`config.mk`:
```
export PLATFORM = sky130hd
export DESIGN_NAME = coolant_pump_level_controller_unit
export DESIGN_NICKNAME = d
export VERILOG_FILES = /design/src/rtl/cplc_pkg.sv /design/src/rtl/cplc_csr.sv /design/src/rtl/cplc_core.sv /design/src/rtl/coolant_pump_level_controller_unit.sv
export SDC_FILE = /design/constraint.sdc
export NUM_CORES = 1
export LEC_CHECK = 0
export ABC_AREA = 1
export BUFFER_PORTS_ARGS = -buffer_cell sky130_fd_sc_hd__buf_2
export CORE_UTILIZATION = 25
export DETAILED_ROUTE_END_ITERATION = 16
export GPL_TIMING_DRIVEN = 0
export SYNTH_ARGS = -nofsm -noshare
export SYNTH_HDL_FRONTEND = slang
export SYNTH_SLANG_ARGS = --single-unit
```
`constraint.sdc`:
```
create_clock -name clock -period 5.3 [get_ports clock]
set_clock_uncertainty 0.2 [all_clocks]
set_input_delay 1.06 -clock clock [delete_from_list [all_inputs] [get_ports clock]]
set_output_delay 1.06 -clock clock [all_outputs]
set_load 0.005 [all_outputs]
```
`src/rtl/cplc_pkg.sv`:
```
`default_nettype none
// ---------------------------------------------------------------------------
// cplc_pkg: shared types and constants of the coolant pump level controller
// Holds the event codes, register indexes, configuration, item and result structs.
// ---------------------------------------------------------------------------
package cplc_pkg;

   // Power-off delay after the level drops to zero, in ticks
   localparam int OFF_DELAY_TICKS = 5000;
   localparam int OFF_DELAY_W     = 13;
   // Width of the saturating dwell counter
   localparam int DWELL_W         = 32;

   // Fixed duty values and the forced high level
   localparam logic [6:0] PWM_LEVEL0 = 7'd5;
   localparam logic [6:0] PWM_MAX    = 7'd100;
   localparam logic [1:0] LEVEL_HIGH = 2'd3;

   // Port widths
   localparam int REQ_DATA_W = 40;
   localparam int RSP_DATA_W = 24;
   localparam int CSR_IDX_W  = 4;
   localparam int CSR_DATA_W = 32;

   // Event codes carried in req_tuser
   typedef enum logic [2:0] {
      FUNC_TICK       = 3'd0,
      FUNC_CIRC       = 3'd1,
      FUNC_FORCE_HIGH = 3'd2,
      FUNC_MANUAL     = 3'd3,
      FUNC_OFF        = 3'd4
   } func_type;

   // Register indexes
   typedef enum logic [CSR_IDX_W-1:0] {
      REG_COOL_LIMIT   = 4'd0,
      REG_HEAT_LIMIT   = 4'd1,
      REG_START_SPREAD = 4'd2,
      REG_STOP_SPREAD  = 4'd3,
      REG_LOW_DUTY     = 4'd4,
      REG_MIDDLE_DUTY  = 4'd5,
      REG_HIGH_DUTY    = 4'd6,
      REG_DWELL_TICKS  = 4'd7
   } reg_index_type;

   typedef struct packed {
      logic [15:0] cool_limit;
      logic [15:0] heat_limit;
      logic [15:0] start_spread;
      logic [15:0] stop_spread;
      logic [7:0]  low_duty;
      logic [7:0]  middle_duty;
      logic [7:0]  high_duty;
      logic [31:0] dwell_ticks;
   } cfg_type;

   typedef struct packed {
      logic [2:0]  func;
      logic [15:0] temp_min;
      logic [15:0] temp_max;
      logic [1:0]  manual_level;
      logic        pump_error;
      logic        link_fault;
   } item_type;

   typedef struct packed {
      logic [1:0] pump_level;
      logic [6:0] pwm_duty;
      logic [7:0] reported_duty;
      logic       power_enable;
      logic       run_state;
   } result_type;

endpackage

`default_nettype wire

```
`src/rtl/cplc_csr.sv`:
```
`default_nettype none
// ---------------------------------------------------------------------------
// cplc_csr: configuration registers
// Takes register writes by index; indexes beyond the list are dropped.
// ---------------------------------------------------------------------------
module cplc_csr (
   input  wire logic                               clock,
   input  wire logic                               reset,
   input  wire logic                               csr_valid,
   output logic                                    csr_ready,
   input  wire logic [cplc_pkg::CSR_IDX_W-1:0]     csr_index,
   input  wire logic [cplc_pkg::CSR_DATA_W-1:0]    csr_wdata,
   output cplc_pkg::cfg_type                       cfg
);

   cplc_pkg::cfg_type cfg_ff;
   cplc_pkg::cfg_type cfg_in;

   // Writes never stall
   assign csr_ready = 1'b1;
   assign cfg       = cfg_ff;

   // Decode the write
   always_comb begin
      cfg_in = cfg_ff;
      if (csr_valid) begin
         case (csr_index)
            cplc_pkg::REG_COOL_LIMIT:   cfg_in.cool_limit   = csr_wdata[15:0];
            cplc_pkg::REG_HEAT_LIMIT:   cfg_in.heat_limit   = csr_wdata[15:0];
            cplc_pkg::REG_START_SPREAD: cfg_in.start_spread = csr_wdata[15:0];
            cplc_pkg::REG_STOP_SPREAD:  cfg_in.stop_spread  = csr_wdata[15:0];
            cplc_pkg::REG_LOW_DUTY:     cfg_in.low_duty     = csr_wdata[7:0];
            cplc_pkg::REG_MIDDLE_DUTY:  cfg_in.middle_duty  = csr_wdata[7:0];
            cplc_pkg::REG_HIGH_DUTY:    cfg_in.high_duty    = csr_wdata[7:0];
            cplc_pkg::REG_DWELL_TICKS:  cfg_in.dwell_ticks  = csr_wdata[31:0];
            default: ;
         endcase
      end
   end

   always_ff @(posedge clock) begin
      if (reset) begin
         cfg_ff <= '0;
      end else begin
         cfg_ff <= cfg_in;
      end
   end

endmodule

`default_nettype wire

```
`src/rtl/cplc_core.sv`:
```
`default_nettype none
// ---------------------------------------------------------------------------
// cplc_core: pump level state and per-event update
// Holds the level, dwell and off-delay state; computes the next state and
// the result word for the item presented, and commits it on fire.
// ---------------------------------------------------------------------------
module cplc_core (
   input  wire logic                clock,
   input  wire logic                reset,
   input  wire logic                fire,
   input  wire cplc_pkg::item_type  item,
   input  wire cplc_pkg::cfg_type   cfg,
   output cplc_pkg::result_type     result
);

   localparam logic [cplc_pkg::DWELL_W-1:0] DwellMax = '1;
   localparam logic [cplc_pkg::OFF_DELAY_W-1:0] OffDelayLoad =
      cplc_pkg::OFF_DELAY_W'(cplc_pkg::OFF_DELAY_TICKS);

   logic [1:0]                        level_ff, level_in;
   logic [1:0]                        circ_ff, circ_in;
   logic [cplc_pkg::DWELL_W-1:0]      elapsed_ff, elapsed_in;
   logic                              armed_ff, armed_in;
   logic [cplc_pkg::OFF_DELAY_W-1:0]  left_ff, left_in;
   logic                              running_ff, running_in;
   logic                              power_ff, power_in;
   logic [6:0]                        duty_ff, duty_in;
   logic                              fault_ff, fault_in;

   logic [15:0]                       spread;
   logic [1:0]                        circ_lv;
   logic                              hold;
   logic                              do_apply;
   logic [1:0]                        apply_lv;
   logic [7:0]                        apply_duty;
   logic [cplc_pkg::OFF_DELAY_W-1:0]  left_dec;

   // Configured duty of a level, zero for level zero
   function automatic logic [7:0] level_duty(input cplc_pkg::cfg_type c,
                                             input logic [1:0] lv);
      logic [7:0] d;
      case (lv)
         2'd1:    d = c.low_duty;
         2'd2:    d = c.middle_duty;
         2'd3:    d = c.high_duty;
         default: d = 8'd0;
      endcase
      return d;
   endfunction

   // Circulation level from the sample, later rules win
   always_comb begin
      spread  = item.temp_max - item.temp_min;
      circ_lv = circ_ff;
      if (spread >= cfg.start_spread) begin
         circ_lv = 2'd1;
      end
      if (item.temp_max >= cfg.cool_limit || item.temp_min <= cfg.heat_limit) begin
         circ_lv = 2'd2;
      end
      if (spread <= cfg.stop_spread && item.temp_max < cfg.cool_limit &&
          item.temp_min > cfg.heat_limit) begin
         circ_lv = 2'd0;
      end
      if (item.link_fault) begin
         circ_lv = 2'd1;
      end
      if (item.pump_error) begin
         circ_lv = 2'd0;
      end
      hold = armed_ff && (32'(elapsed_ff) < cfg.dwell_ticks) && !item.pump_error;
   end

   // Event dispatch, then apply the chosen level
   always_comb begin
      level_in   = level_ff;
      circ_in    = circ_ff;
      elapsed_in = elapsed_ff;
      armed_in   = armed_ff;
      left_in    = left_ff;
      running_in = running_ff;
      power_in   = power_ff;
      duty_in    = duty_ff;
      fault_in   = fault_ff;
      do_apply   = 1'b0;
      apply_lv   = 2'd0;
      left_dec   = (left_ff != '0) ? left_ff - 1'b1 : left_ff;

      case (item.func)
         cplc_pkg::FUNC_TICK: begin
            if (elapsed_ff != DwellMax) begin
               elapsed_in = elapsed_ff + 1'b1;
            end
            if (running_ff) begin
               left_in = left_dec;
               if (left_dec == '0) begin
                  running_in = 1'b0;
                  power_in   = 1'b0;
               end
            end
         end
         cplc_pkg::FUNC_CIRC: begin
            circ_in  = circ_lv;
            fault_in = item.pump_error;
            if (!hold && level_ff != circ_lv) begin
               do_apply   = 1'b1;
               apply_lv   = circ_lv;
               armed_in   = 1'b1;
               elapsed_in = '0;
            end
         end
         cplc_pkg::FUNC_FORCE_HIGH: begin
            if (item.pump_error) begin
               do_apply = 1'b1;
               apply_lv = 2'd0;
            end else if (level_ff != cplc_pkg::LEVEL_HIGH) begin
               do_apply = 1'b1;
               apply_lv = cplc_pkg::LEVEL_HIGH;
            end
         end
         cplc_pkg::FUNC_MANUAL: begin
            do_apply = 1'b1;
            apply_lv = item.pump_error ? 2'd0 : item.manual_level;
         end
         cplc_pkg::FUNC_OFF: begin
            if (level_ff != 2'd0) begin
               do_apply = 1'b1;
               apply_lv = 2'd0;
            end
         end
         default: ;
      endcase

      apply_duty = level_duty(cfg, apply_lv);

      // Level change: zero starts the off-delay, nonzero powers up
      if (do_apply) begin
         level_in = apply_lv;
         if (apply_lv == 2'd0) begin
            duty_in = cplc_pkg::PWM_LEVEL0;
            if (!running_ff && power_ff) begin
               running_in = 1'b1;
               left_in    = OffDelayLoad;
            end
         end else begin
            duty_in    = (apply_duty > 8'(cplc_pkg::PWM_MAX)) ?
                         cplc_pkg::PWM_MAX : apply_duty[6:0];
            power_in   = 1'b1;
            running_in = 1'b0;
            left_in    = '0;
         end
      end

      result.pump_level    = level_in;
      result.pwm_duty      = duty_in;
      result.reported_duty = level_duty(cfg, level_in);
      result.power_enable  = power_in;
      result.run_state     = fault_in;
   end

   // Commit state on each accepted word
   always_ff @(posedge clock) begin
      if (reset) begin
         level_ff   <= '0;
         circ_ff    <= '0;
         elapsed_ff <= '0;
         armed_ff   <= 1'b0;
         left_ff    <= '0;
         running_ff <= 1'b0;
         power_ff   <= 1'b0;
         duty_ff    <= '0;
         fault_ff   <= 1'b0;
      end else if (fire) begin
         level_ff   <= level_in;
         circ_ff    <= circ_in;
         elapsed_ff <= elapsed_in;
         armed_ff   <= armed_in;
         left_ff    <= left_in;
         running_ff <= running_in;
         power_ff   <= power_in;
         duty_ff    <= duty_in;
         fault_ff   <= fault_in;
      end
   end

endmodule

`default_nettype wire

```
`src/rtl/coolant_pump_level_controller_unit.sv`:
```
`default_nettype none
// ---------------------------------------------------------------------------
// coolant_pump_level_controller_unit: coolant pump level controller
// Turns tick, sample and command words into pump level and PWM duty words.
// ---------------------------------------------------------------------------
// Every input word yields exactly one result word. A word passes through an
// input register, then the level update runs combinationally between that
// register and the result register. A new word can be taken every
// cycle while no result is held back by rsp_tready. The only stall comes
// from rsp_tready: a held result blocks the input register, which in turn
// drops req_tready. Configuration writes are never stalled and must be made
// while no word is in flight.
module coolant_pump_level_controller_unit (
   input  wire logic                                clock,
   input  wire logic                                reset,
   // Input channel
   input  wire logic                                req_tvalid,
   output logic                                     req_tready,
   // tdata: temp_min[15:0], temp_max[31:16], manual_level[33:32],
   //        pump_error[34], link_fault[35], zero[39:36]
   input  wire logic [cplc_pkg::REQ_DATA_W-1:0]     req_tdata,
   // tuser: func[2:0]
   input  wire logic [2:0]                          req_tuser,
   // Result channel
   output logic                                     rsp_tvalid,
   input  wire logic                                rsp_tready,
   // tdata: pump_level[1:0], pwm_duty[8:2], reported_duty[16:9],
   //        power_enable[17], run_state[18], zero[23:19]
   output logic [cplc_pkg::RSP_DATA_W-1:0]          rsp_tdata,
   // Configuration port
   input  wire logic                                csr_valid,
   output logic                                     csr_ready,
   input  wire logic [cplc_pkg::CSR_IDX_W-1:0]      csr_index,
   input  wire logic [cplc_pkg::CSR_DATA_W-1:0]     csr_wdata
);

   cplc_pkg::cfg_type     cfg;
   cplc_pkg::item_type    item_ff, item_in;
   cplc_pkg::result_type  result;
   cplc_pkg::result_type  rsp_ff;
   logic                  item_valid_ff, item_valid_in;
   logic                  rsp_valid_ff, rsp_valid_in;
   logic                  advance;
   logic                  req_fire;

   cplc_csr u_csr (
      .clock     (clock),
      .reset     (reset),
      .csr_valid (csr_valid),
      .csr_ready (csr_ready),
      .csr_index (csr_index),
      .csr_wdata (csr_wdata),
      .cfg       (cfg)
   );

   // Move the input word to the result when the result register is free
   assign advance    = item_valid_ff && (!rsp_valid_ff || rsp_tready);
   assign req_tready = !item_valid_ff || advance;
   assign req_fire   = req_tvalid && req_tready;

   cplc_core u_core (
      .clock  (clock),
      .reset  (reset),
      .fire   (advance),
      .item   (item_ff),
      .cfg    (cfg),
      .result (result)
   );

   // Unpack the input word
   always_comb begin
      item_in.func         = req_tuser;
      item_in.temp_min     = req_tdata[15:0];
      item_in.temp_max     = req_tdata[31:16];
      item_in.manual_level = req_tdata[33:32];
      item_in.pump_error   = req_tdata[34];
      item_in.link_fault   = req_tdata[35];
      item_valid_in        = req_fire || (item_valid_ff && !advance);
      rsp_valid_in         = advance || (rsp_valid_ff && !rsp_tready);
   end

   always_ff @(posedge clock) begin
      if (reset) begin
         item_valid_ff <= 1'b0;
         rsp_valid_ff  <= 1'b0;
      end else begin
         item_valid_ff <= item_valid_in;
         rsp_valid_ff  <= rsp_valid_in;
      end
   end

   // Payload registers
   always_ff @(posedge clock) begin
      if (req_fire) begin
         item_ff <= item_in;
      end
      if (advance) begin
         rsp_ff <= result;
      end
   end

   // Pack the result word
   assign rsp_tvalid = rsp_valid_ff;
   assign rsp_tdata  = {5'd0, rsp_ff.run_state, rsp_ff.power_enable,
                        rsp_ff.reported_duty, rsp_ff.pwm_duty, rsp_ff.pump_level};

   // Driven duty never exceeds full scale
   a_duty_range: assert property (@(posedge clock) disable iff (reset)
      rsp_valid_ff |-> (rsp_ff.pwm_duty <= cplc_pkg::PWM_MAX))
      else $error("pwm duty above 100");

   // A running level always has the pump powered
   a_level_power: assert property (@(posedge clock) disable iff (reset)
      (rsp_valid_ff && rsp_ff.pump_level != 2'd0) |-> rsp_ff.power_enable)
      else $error("nonzero level without pump power");

   // A blocked input word stays in its register
   a_item_held: assert property (@(posedge clock) disable iff (reset)
      (item_valid_ff && !advance) |=> item_valid_ff)
      else $error("input word lost while result stalled");

   // A result is loaded only from a held input word
   a_rsp_source: assert property (@(posedge clock) disable iff (reset)
      ($rose(rsp_valid_ff)) |-> $past(item_valid_ff))
      else $error("result without input word");

endmodule

`default_nettype wire

```
Word-level counts from Yosys, hierarchy flattened
Index checks and enable logic that the tools add are counted.
{ "totals": {"regBits": 240, "latch_bits": 0, "mem_bits_rw": 0, "rom_bits": 0, "inputBits": 84, "out_inout_bits": 27, "word_cells": 145, "mem_count": 0} }
{ "classes": {"addsub": 3, "n_mul": 0, "div": 0, "magnitude_cmp": 8, "eq_ne": 22, "n_shift": 0, "muxes": 42, "bitwise": 0, "n_reduce_logical": 40} }
{ "ops": {"columns": ["op", "n"], "rows": [
  ["$mux 13", 6],
  ["$mux 32", 2],
  ["$pmux 32 s2", 1],
  ["$pmux 8 s3", 2],
  ["$add 32x1->32 const B", 1],
  ["$ge 16x16->1", 2],
  ["$le 16x16->1", 2],
  ["$lt 32x32->1", 1],
  ["$ne 32x32->1 const B", 1],
  ["$mux 7", 3],
  ["$mux 2", 10],
  ["$reduce_and 2->1", 9],
  ["$eq 4x3->1 const B", 4],
  ["$gt 16x16->1", 1],
  ["$lt 16x16->1", 1],
  ["$mux 1", 16],
  ["$sub 16x16->16", 1],
  ["$logic_not 13->1", 1],
  ["$reduce_bool 13->1", 1],
  ["$sub 13x1->13 const B", 1],
  ["$logic_and 1x1->1", 10],
  ["$eq 2x2->1 const B", 4],
  ["$eq 4x2->1 const B", 2],
  ["$gt 8x7->1 const B", 1],
  ["18 further kinds", 32]
]} }

Depth between registers and ports, before layout
Gate-level depths: netlist (run 1).
{ "depth": {"ltp_word": 17, "depth_mapped": 45, "ltp_nobuf": 45} }

Modules after synthesis
From an unflattened synthesis (run 1), not the netlist that was laid out.
{ "hier_totals": {"cells_unflattened": 1955, "hier_area_um2": 13999.7} }
{ "modules_own_cells": {"columns": ["mod", "n_inst", "cells_per_inst", "area_per_inst_um2", "seq_area_each_um2"], "rows": [
  ["cplc_core", 1, 1152, 7245.7, 1201.2],
  ["cplc_csr", 1, 727, 4879.7, 2402.3],
  ["coolant_pump_level_controller_unit", 1, 76, 1874.3, 1781.7]
]} }

Worst setup path before layout (run 1)
No wires, ideal clock.
{ "synth_timing": {"path_type": "reg-to-reg", "from": "register item_ff[6] in the netlist's numbering", "to": "register rsp_ff, in the netlist rsp_tdata[4], data pin", "setup_time_ns": 0.251, "arrival_time_ns": 4.883, "t_required_ns": 4.849, "slack_ns": -0.034, "stages_incl_launch_ff": 40, "path_buffers": 0, "period_less_slack_ns": 5.334, "path_cell_list": "edfxtp_1 ha_1 nand3b_1 and2_1 inv_1 a21oi_1 o21bai_1 a21oi_1 o21bai_1 a21oi_1 o21ai_0 a21oi_1 o21bai_1 a21o_1 a21oi_1 o21ai_0 xor2_1 ha_1 [4 not listed] o211ai_1 nand3_1 nand2_1 nand2_1 nand2_2 nand4_1 nand2_2 inv_1 nand3_1 nand3_2 nor2_1 inv_1 nor2_1 nand2_1 nand2_4 nand2_1 nand2_1 inv_1"} }
{ "synth_lines": {"columns": ["item", "line", "source"], "rows": [
  ["from (decl)", "coolant_pump_level_controller_unit.sv:38", "cplc_pkg::item_type item_ff, item_in;"],
  ["from (signal assigned)", "coolant_pump_level_controller_unit.sv:95", "item_ff <= item_in;"],
  ["to (signal assigned)", "coolant_pump_level_controller_unit.sv:98", "rsp_ff <= result;"],
  ["to (decl)", "coolant_pump_level_controller_unit.sv:40", "cplc_pkg::result_type rsp_ff;"]
]} }

==> impl_metrics.csv, run 1 <==
group,metric,value,unit
outcome,status,"finished with violations",
outcome,violations,"setup timing",
detailed_routing,initialDrtViolationCount,534,
worst_setup_path,critPathMaxFanout,8,
final_layout,regArea,0.00539,sq mm
worst_setup_path,slowest_delay,0.42,ns
worst_setup_path,cp_common_cell,"nand2_1",
grt,grtUsageMet3,0.0222,
worst_setup_path,cp-startpoint,"item_ff[5]",
floorplanning,die-area,0.0525,sq mm
timing,setup_viol,64,
worst_setup_path,r2r-start,"item_ff[5]",
yosys,synth_cell_type_count,50,
power_and_ir_drop,finalPower,4.71,mW
final_layout,fin_area,0.0162,sq mm
grt,grt_overflow,0,
placed_design,dpl_cell_area,0.0143,sq mm
grt,grt.busiest_layer,"met2",
placed_design,numPortBuffers,100,
timing,rsz0062_at_grt,"true",
detailed_routing,wl_per_cell,14.6,um
timing,finalMaxSlewViolations,0,
floorplanning,core,0.0506,sq mm
power_and_ir_drop,p_leak,6.85,nW
yosys,synth_area,0.0129,sq mm
floorplanning,die_width,229,um
yosys,ys_seq_elements,240,
yosys,synthArstFlopShare,0,
timing,final-hold-violation-count,0,
worst_setup_path,worstSetupPathType,"flip-flop to flip-flop",
run,drv_cap,0,
power_and_ir_drop,ir_drop,0.220,mV
yosys,synth_area_per_cell,7.82,sq um
grt,grt_max_degree,37,
clock_network,cts-root-buf,"clkbuf_16",
worst_setup_path,cp-end-kind,"flip-flop",
final_layout,drive_gt1_frac,0.187,
grt,grt_pass1_wl,58.3,mm
floorplanning,die_height,229,um
clock_network,tritoncts,"built",
clock_network,cts_buffers,27,
timing,tns,-18.47,ns
final_layout,mostFrequentLayoutCells,"247 x inv_1, 225 x nand2_1, 192 x a21oi_1",
timing,slew_headroom,0.514,
timing,whs,0.258,ns
final_layout,final_core_util,0.320,
yosys,ys.flop_type,"dfxtp_1",
timing,max_freq,173,MHz
worst_setup_path,crit_required,5.39,ns
timing,finalCriticalPeriod,5.79,ns
timing,worst_slack,-0.491,ns
detailed_routing,drc,0,
worst_setup_path,critPathBufInv,4,
worst_setup_path,start_kind,"flip-flop",
timing,worst_slew_pin_slew,0.729,ns
grt,grtUsageMet2,0.236,
final_layout,fillers,5275,
clock_network,htree_levels,1,
floorplanning,ios,111,
power_and_ir_drop,power_density,291,mW/mm^2
detailed_routing,first_pass_iters,5,
floorplanning,initial_utilization,0.255,
final_layout,mostFrequentLayoutCell,"inv_1",
clock_network,clk_latency,0.55,ns
clock_network,clk_pin_slew,0.06,ns
grt,grt_usage,0.137,
detailed_routing,avgViaCountPerCell,4.58,
yosys,syn_inst,1650,
final_layout,nets,2032,
worst_setup_path,arrival,5.88,ns
yosys,synth_edf_count,58,
detailed_routing,ant_nets,0,
hold_path,hold_start,"u_csr.cfg[79]",
placed_design,place.gp.congestion,0.884,
final_layout,multi_input_area,0.00676,sq mm
grt,antenna_found_initial,6,
grt,grt_use_met1,0.167,
placed_design,dpl.hpwl,27.6,mm
floorplanning,rows,82,
grt,grt_pass1_vias,11539,
clock_network,clock-sinks,240,
hold_path,holdCritPathClass,"flip-flop to flip-flop",
yosys,seq_area_frac_synth,0.417,
clock_network,max-clock-path-buffers,3,
final_layout,syn_to_final_growth,25.5,%
detailed_routing,wirelength,36.8,mm
timing,fin_crit_sh,1.09,
worst_setup_path,cp_top_family,"simple AND/OR/NAND/NOR gates",
detailed_routing,route.vias.total,11589,
worst_setup_path,critPathSlowestCell,"edfxtp_1",
yosys,synth_warnings,0,
-- power breakdown --
group	switching, mW	internal [mW]	total (mW)
registers	0.0359	1.94	1.97
clock network	0.773	1.19	1.97
logic	0.459	0.308	0.767
total	1.27	3.44	4.71
-- cell type report --
cell class / count / share of cell area
inverter: 269 / 0.0638
clock buffer: 38 / 0.0495
buffer: 51 / 0.0155
timing repair buffer: 152 / 0.0604
tap: 672 / 0.0519
sequential: 240 / 0.333
antenna: 3 / 0.000464
clock inverter: 10 / 0.00819
multi-input combinational: 1094 / 0.418
-- synthesized netlist by cell type, types with 5 or more instances --
master,count,area share
o21ai_0,169,0.066
inv_2,7,0.0020
ha_1,112,0.11
nand4_1,25,0.012
a21oi_1,205,0.080
o21bai_1,5,0.0029
nor2_2,10,0.0048
o211ai_1,14,0.0081
xnor2_1,5,0.0034
clkbuf_1,42,0.012
nor3_1,29,0.011
nor2_1,131,0.038
a211oi_1,6,0.0035
xor2_1,18,0.012
nand2_2,9,0.0044
dfxtp_1,182,0.28
nand2_1,235,0.068
inv_1,258,0.075
nor4_1,9,0.0044
nand3_1,54,0.021
buf_4,7,0.0041
edfxtp_1,58,0.14
-- timing repair --
action	4_1_cts	5_1_grt
pin swaps	36	55
gates cloned	0	1
resized for setup	91	66
setup buffers	40	15
hold buffers	0	0
endpoints found under the setup margin	75	75
-- kinds of logic after synthesis --
kind of cell,count (synthesis),share of synthesized area
adders and majority gates,113,0.110
and+or+nand+nor,531,0.188
DFF,240,0.417
other,2,0.000582
xor gates and xnor gates,23,0.0156
AOI/OAI and AO/OA,421,0.172
buffers and inverters,320,0.0963
-- through the flow --
stage,cells,setup slack (ns)
after floorplan,1654,0.0359
after global placement,2426,-1.16
after detailed placement,2427,-1.28
after CTS,2515,-0.544
after global routing,2528,-0.922
final,2529,-0.491
-- worst reg2reg max path, delay by kind of cell (launching register included) --
family | cells | cell delay, ns
compound gates | 14 | 1.73
flops | 1 | 0.42
simple gates | 21 | 2.00
fa+ha+maj | 2 | 0.58
xor+xnor | 1 | 0.31
buf+inv | 4 | 0.29
-- state kept, by name, summed over array words and instances (netlist names) --
register	cells
u_csr.cfg	120
item_ff	39
u_core.elapsed_ff	32
rsp_tdata	19
u_core.left_ff	13
u_core.duty_ff	7
u_core.circ_ff	2
u_core.level_ff	2
item_valid_ff	1
rsp_tvalid	1
u_core.armed_ff	1
u_core.fault_ff	1
u_core.power_ff	1
u_core.running_ff	1
-- per-layer routing --
layer  share of wire  up-vias
li1                -     5865
met1            0.44     5397
met2            0.48      228
met3           0.043       91
met4           0.039        8
met5          0.0010        -
-- final timing paths --
kind                   endpoint  slack [ns]  cells past startpoint
setup / recovery   rsp_tdata[4]       -0.49                     42
hold / removal    u_csr.cfg[79]        0.26                      2
setup reg to reg   rsp_tdata[4]       -0.49                     42
hold reg to reg   u_csr.cfg[79]        0.26                      2
Power figures use the tool's default switching activity.
==> run 2: changes to the inputs <==
--- a/config.mk
+++ b/config.mk
@@ -7,7 +7,7 @@
 export LEC_CHECK = 0
 export ABC_AREA = 1
 export BUFFER_PORTS_ARGS = -buffer_cell sky130_fd_sc_hd__buf_2
-export CORE_UTILIZATION = 25
+export CORE_UTILIZATION = 35
 export DETAILED_ROUTE_END_ITERATION = 16
 export GPL_TIMING_DRIVEN = 0
 export SYNTH_ARGS = -nofsm -noshare
==> impl_metrics.csv, run 2 (same netlist as run 1, synthesis figures left out) <==
group,metric,value,unit
outcome,status,"finished with violations",
outcome,violations,"setup timing",
grt,grt_pass1_wl,57.6,mm
worst_setup_path,arrival,6.31,ns
grt,grt_usage,0.187,
timing,worst_slew_pin_slew,0.728,ns
worst_setup_path,rr_worst_depth,42,
timing,final-hold-violation-count,0,
worst_setup_path,cp_common_cell,"buf_4",
clock_network,clock-sinks,240,
final_layout,antenna_cells,0,
clock_network,tritoncts,"built",
worst_setup_path,cp-startpoint,"item_ff[6]",
worst_setup_path,crit_required,5.57,ns
worst_setup_path,rrSetupSlack,-0.73,ns
power_and_ir_drop,ir_drop,0.254,mV
worst_setup_path,worstSetupPathType,"flip-flop to flip-flop",
timing,finalMaxSlewViolations,0,
worst_setup_path,cp-end-kind,"flip-flop",
grt,grt_overflow,0,
hold_path,holdCritPathClass,"flip-flop to flip-flop",
detailed_routing,drc,0,
detailed_routing,ant_nets,0,
floorplanning,ios,111,
floorplanning,die_width,194,um
clock_network,ctsHoldBuffers,0,
worst_setup_path,cp-endpoint,"u_core.elapsed_ff[27]",
worst_setup_path,slowest_delay,0.44,ns
grt,grt_pass1_vias,11571,
timing,tns,-36.37,ns
final_layout,syn_to_final_growth,27.1,%
final_layout,largest_register_ffs,120,
final_layout,mostFrequentLayoutCell,"inv_1",
final_layout,drive_gt1_frac,0.218,
timing,max_freq,166,MHz
power_and_ir_drop,power_density,299,mW/mm^2
floorplanning,die-area,0.0376,sq mm
floorplanning,core,0.0359,sq mm
floorplanning,rows,69,
worst_setup_path,start_kind,"flip-flop",
floorplanning,initial_utilization,0.359,
clock_network,clk_latency,0.55,ns
detailed_routing,route.vias.total,11715,
clock_network,htree_levels,1,
timing,slew_headroom,0.515,
worst_setup_path,r2r-end,"u_core.elapsed_ff[27]",
power_and_ir_drop,p_leak,7.04,nW
placed_design,place.gp.congestion,0.884,
hold_path,hold_start,"u_csr.cfg[104]",
grt,antenna_found_initial,0,
placed_design,numPortBuffers,100,
timing,fin_crit_sh,1.14,
timing,worst_slack,-0.734,ns
timing,finalCriticalPeriod,6.03,ns
clock_network,max-clock-path-buffers,3,
clock_network,cts-root-buf,"clkbuf_16",
run,drv_cap,0,
final_layout,nets,2062,
worst_setup_path,critPathMaxFanout,5,
detailed_routing,wirelength,35.7,mm
detailed_routing,avgViaCountPerCell,4.99,
detailed_routing,wl_per_cell,15.2,um
worst_setup_path,r2r-start,"item_ff[6]",
clock_network,cts_buffers,28,
timing,setup_viol,74,
detailed_routing,initialDrtViolationCount,574,
power_and_ir_drop,finalPower,4.90,mW
floorplanning,die_height,194,um
worst_setup_path,critPathSlowestCell,"edfxtp_1",
timing,rsz0062_at_grt,"true",
placed_design,dpl.hpwl,25.7,mm
final_layout,mostFrequentLayoutCells,"241 x inv_1, 212 x nand2_1, 186 x a21oi_1",
detailed_routing,first_pass_iters,5,
grt,grt_max_degree,34,
clock_network,clk_pin_slew,0.06,ns
==> run 2: power breakdown <==
part | total (mW) | internal (mW) | switching, mW
clock network | 2.12 | 1.33 | 0.781
logic | 0.813 | 0.339 | 0.474
registers | 1.97 | 1.94 | 0.0349
==> run 2: area by class of cell <==
type	count	area [sq um]
fillers	3530	19500
multi-input cells	1094	6870
flip-flops and latches	240	5390
repair buffers	181	1240
inverters	269	1030
clock buffers	43	881
well taps	461	577
plain buffers	51	249
clock inverters	9	149
==> run 2: through the flow <==
stage	setup WS, ns	hold WS (ns)	std cells	cell area (sq um)	util
detailed placement	-1.20	0.249	2216	14000	0.390
global placement	-1.13	0.242	2215	14000	0.390
finish	-0.734	0.255	2348	16400	0.456
global route	-0.995	0.277	2348	16400	0.456
floorplan	0.0359	0.228	1654	12900	-
CTS	-0.554	0.257	2333	16000	0.445
==> run 2: how the worst min path moves through the flow <==
| stage | end | slack, ns | cells after the start |
|---|---|---|---|
| global route | u_csr.cfg[64] | 0.28 | 2 |
| finish | u_csr.cfg[104] | 0.25 | 2 |
| global placement | u_csr.cfg[104] | 0.24 | 2 |
| floorplan | u_csr.cfg[56] | 0.23 | 2 |
| detailed placement | u_csr.cfg[104] | 0.25 | 2 |
| CTS | u_csr.cfg[104] | 0.26 | 2 |
==> run 2: what timing repair did <==
item | CTS | global route
gates resized for setup | 135 | 79
cloned | 2 | 0
buffers inserted | 64 | 22
hold endpoints to repair | 0 | 0
pin swaps | 57 | 47
setup endpoints to repair | 75 | 75
==> run 2: worst max-delay path: cells and delay by family, from the launching register on <==
kind	cells	cell delay, ns
DFF	1	0.44
AOI/OAI and AO/OA	9	1.21
buffers and inverters	12	1.40
xor gates and xnor gates	1	0.18
adders and majority gates	2	0.58
and+or+nand+nor	18	1.95
==> run 2: per-layer routing <==
layer / global-route usage / share of wire / vias to the layer above
li1: - / - / 5926
met1: 0.242 / 0.46 / 5472
met2: 0.324 / 0.47 / 258
met3: 0.0242 / 0.043 / 59
met4: 0.0556 / 0.024 / 0
met5: 0 / 0 / -
